**src/design/swmf_div.sv**
```systemverilog
// Iterative restoring divider, one quotient bit per cycle.
// Self-contained; used by the filter top level to locate a raster index.
`default_nettype none
module swmf_div #(
    parameter int DIVIDEND_W = 25,
    parameter int DIVISOR_W  = 11
) (
    input  wire logic                  i_clk,
    input  wire logic                  i_rst_n,
    input  wire logic                  i_start,
    input  wire logic [DIVIDEND_W-1:0] i_dividend,
    input  wire logic [DIVISOR_W-1:0]  i_divisor,
    output logic                       o_busy,
    output logic [DIVIDEND_W-1:0]      o_quotient,
    output logic [DIVISOR_W-1:0]       o_remainder
);

    localparam int CNT_W = $clog2(DIVIDEND_W + 1);

    logic [CNT_W-1:0]      r_cnt;
    logic [DIVIDEND_W-1:0] r_quo;
    logic [DIVISOR_W-1:0]  r_rem;
    logic [DIVISOR_W-1:0]  r_dvs;
    logic [DIVISOR_W:0]    shifted;
    logic                  fits;

    assign shifted = {r_rem, r_quo[DIVIDEND_W-1]};
    assign fits    = shifted >= {1'b0, r_dvs};

    always_ff @(posedge i_clk) begin
        if (!i_rst_n) begin
            r_cnt <= '0;
        end else if (i_start) begin
            r_cnt <= CNT_W'(DIVIDEND_W);
        end else if (r_cnt != '0) begin
            r_cnt <= r_cnt - CNT_W'(1);
        end
    end

    always_ff @(posedge i_clk) begin
        if (i_start) begin
            r_quo <= i_dividend;
            r_rem <= '0;
            r_dvs <= i_divisor;
        end else if (r_cnt != '0) begin
            if (fits) begin
                r_rem <= DIVISOR_W'(shifted - {1'b0, r_dvs});
                r_quo <= {r_quo[DIVIDEND_W-2:0], 1'b1};
            end else begin
                r_rem <= shifted[DIVISOR_W-1:0];
                r_quo <= {r_quo[DIVIDEND_W-2:0], 1'b0};
            end
        end
    end

    assign o_busy      = r_cnt != '0;
    assign o_quotient  = r_quo;
    assign o_remainder = r_rem;

endmodule
`default_nettype wire

```
**config.mk**
```make
export PLATFORM = sky130hd
export DESIGN_NAME = swmf_div
export DESIGN_NICKNAME = d
export VERILOG_FILES = /design/src/design/swmf_div.sv
export SDC_FILE = /design/constraint.sdc
export NUM_CORES = 1
export LEC_CHECK = 0
export BUFFER_PORTS_ARGS = -buffer_cell sky130_fd_sc_hd__buf_2
export CORE_MARGIN = 2
export CORE_UTILIZATION = 47
export DETAILED_ROUTE_END_ITERATION = 12
export GPL_TIMING_DRIVEN = 0
export PLACE_DENSITY = 0.76
export SETUP_SLACK_MARGIN = 0.4
export SYNTH_ARGS = -nofsm -noshare
export SYNTH_HDL_FRONTEND = slang
export SYNTH_SLANG_ARGS = --single-unit
```
**constraint.sdc**
```tcl
create_clock -name i_clk -period 2.4 [get_ports i_clk]
set_input_delay 0.36 -clock i_clk [delete_from_list [all_inputs] [get_ports i_clk]]
set_output_delay 0.36 -clock i_clk [all_outputs]
set_load 0.01 [all_outputs]
```
==> flow_metrics.tcl <==
set metrics [dict create \
    fmax_mhz 430 \
    die_width_um 79.7 \
    final_common_cell "buf_2" \
    drv_cap 0 \
    reg2regPathDepth 7 \
    syn_nets 286 \
    synth_cells 234 \
    synth_async_sr_flop_share_pct 0 \
    ios 76 \
    setup_viol 0 \
    num_vias 2064 \
    synth.top_cell.area_share_pct 40.1 \
    drv_slew 0 \
    nFillCells 444 \
    r2r-start "o_remainder[8]$_SDFFE_PP0P_" \
    wl_per_cell_um 14.5 \
    worstPathMaxFanout 7 \
    path_clk_slew_ns 0.10 \
    first_pass_iters 4 \
    hold_end "r_dvs[1]$_DFFE_PP_" \
    ir_worst_vdd_mv 0.450 \
    dp_cells 381 \
    rsz0062_at_grt "true" \
    area_delta_synth_final_pct 27.4 \
    drtAntennaViolNets 0 \
    start_util_pct 48.9 \
    crit_type "reg -> reg" \
    relSlewSlack_pct 64.3 \
    core-area_um2 5510 \
    worst_pin_slew_ns 0.535 \
    grt_start_max_net_pins 26 \
    first_iter_violations 75 \
    place.port_buffers 75 \
    drive_gt1_share_pct 43.7 \
    ys_types 45 \
    viasPerCell 5.17 \
    synth-edff-count 36 \
    overflow 0 \
    cp-start-kind "flip-flop" \
    grt_usage_pct 18.9 \
    post-route-min-period_ns 2.33 \
    insertion_delay_ns 0.32 \
    clk_path_buf_depth 2 \
    cts_tree "yes" \
    worst-endpoint-required_ns 2.49 \
    cts_made_buffers 5 \
    hold_violations 0 \
    clkSinkCount 52 \
    seqCellArea_um2 1400 \
    htree_levels 2 \
    cp_data_arrival_time_ns 2.41 \
    fin_ws_ns 0.0739 \
    netlist_top_cells_area "edfxtp_1 40%, dfxtp_1 12%, mux2_2 10%, ha_1 5.6%, nor2_1 2.6%" \
    worstHoldPathCells 1 \
    antenna_found_initial 0 \
    diodes 0 \
    seq_area_frac_synth_pct 52.0 \
    layout_common_cells "76 x buf_2, 36 x edfxtp_1, 25 x mux2_2" \
    synth_area_um2 2690 \
    min-delay-start "i_divisor[1]" \
    cp-end-kind "flip-flop" \
    final_cell_count_no_fill 399 \
    dieArea_um2 6350 \
    status "finished, final reports clean" \
    cts_root_buf "clkbuf_8" \
    yosysTopAreaCell "edfxtp_1" \
    yosys_warnings 0 \
    p_leak_nw 1.49 \
    nets 378 \
    rows 27 \
    place_congestion 0.751 \
    place_ws_ns -0.233 \
    period_share_pct 96.9 \
    powerDensity_nw_per_um2 1060 \
    grt_pass1_wl_um 9210 \
    dp_hpwl_um 4130 \
    clock_skew_ns 0.00781 \
    r2r_slack_ns 0.07 \
    fp.dieH_um 79.7 \
    ctsHoldBuffers 0 \
    min_path_type "in -> reg" \
    first_global_vias 1988 \
    synth_area_per_cell_um2 11.5 \
    rr_endpoint "o_quotient[0]$_DFFE_PP_" \
    multi_input_area_um2 1260 \
    drc 0 \
    ys.flop_type "edfxtp_1" \
    drt-total-wl_um 5780 \
    ys_ff_latch 52 \
]
[what timing repair did]
action / CTS / global route
resized for setup: 9 / 16
setup endpoints to repair: 38 / 39
pin swaps: 8 / 10
gates cloned: 1 / 0
buffers inserted: 7 / 2
[through the flow]
step                      cell area (um2)  hold slack [ns]  setup TNS, ns  total power (W)  utilization [%]
after global routing                 3430            0.194              0          0.00388             62.3
after CTS                            3360            0.203              0          0.00351             61.1
after floorplan                      2710            0.459              0          0.00240                -
after detailed placement             3180            0.494          -5.79          0.00283             57.7
after global placement               3180            0.489          -5.61          0.00278             57.7
final                                3430            0.204              0          0.00363             62.3
[cell families after synthesis]
family | share of synthesized area, %
muxes | 11.2
adders and majority gates | 6.32
xor gates and xnor gates | 2.28
AOI/OAI and AO/OA | 11.8
buffers and inverters | 4.00
and+or+nand+nor | 12.4
DFF | 52.0
[critical path, cell delays in order (launching register included)]
cell and delay [ns]:
dfxtp_1 0.41, ha_1 0.26, buf_6 0.13, and3_4 0.19
a2111o_1 0.47, a21o_4 0.23, buf_6 0.13, mux2_2 0.25
[synth_stat cells, types with 2 or more instances]
cell type  instances
inv_1             17
nor2_1            19
buf_1              3
edfxtp_1          36
nand3b_1           2
nor3_1            11
a21oi_1            9
nand2b_1           2
nand2_1           12
nor4_1             3
mux2i_1            2
a311oi_1           3
a211oi_1           7
clkbuf_1           4
a21o_1             2
or3_1              3
or4_1              2
mux2_2            25
buf_2              2
xnor2_1            6
nand3_1            3
o21ai_0            5
nor2b_1            3
o21a_1             4
ha_1              12
o21bai_1           3
dfxtp_1           16
[sequential cells by signal (all words and copies together) (netlist names)]
name / cells
o_quotient: 25
o_remainder: 11
r_dvs: 11
r_cnt: 5
[worst max path at each step]
stage	start	to	cells after the start
global route	r_dvs[9]$_DFFE_PP_	o_quotient[0]$_DFFE_PP_	8
floorplan	o_quotient[24]$_DFFE_PP_	o_quotient[0]$_DFFE_PP_	9
finish	o_remainder[8]$_SDFFE_PP0P_	o_quotient[0]$_DFFE_PP_	7
CTS	o_quotient[24]$_DFFE_PP_	o_quotient[0]$_DFFE_PP_	9
global placement	i_start	o_quotient[7]$_DFFE_PP_	4
detailed placement	i_start	o_quotient[8]$_DFFE_PP_	4
[metal layers]
metal / vias to the layer above / wire (um) / track usage [%]
met3: 7 / 212 / 4.19
met2: 44 / 2840 / 29.7
met5: - / 0 / 0
met4: 0 / 77 / 7.07
li1: 1045 / - / -
met1: 968 / 2650 / 25.5
[layout make-up]
| cell class | count | area share, % |
|---|---|---|
| Timing Repair Buffer | 85 | 13.3 |
| Sequential cell | 52 | 40.9 |
| Tap cell | 72 | 2.63 |
| Inverter | 17 | 1.86 |
| Buffer | 10 | 1.82 |
| Clock inverter | 3 | 0.839 |
| Multi-Input combinational cell | 155 | 36.6 |
| Clock buffer | 5 | 2.01 |
[power by group]
group	total, W	leakage [nW]	switching, W	internal (W)
registers	0.00132	0.502	0.000147	0.00117
clock network	0.000549	0.0511	0.000329	0.000221
logic	0.00177	0.935	0.000916	0.000850
total	0.00363	1.49	0.00139	0.00224
Note: power is estimated with default switching activity, not from simulation.
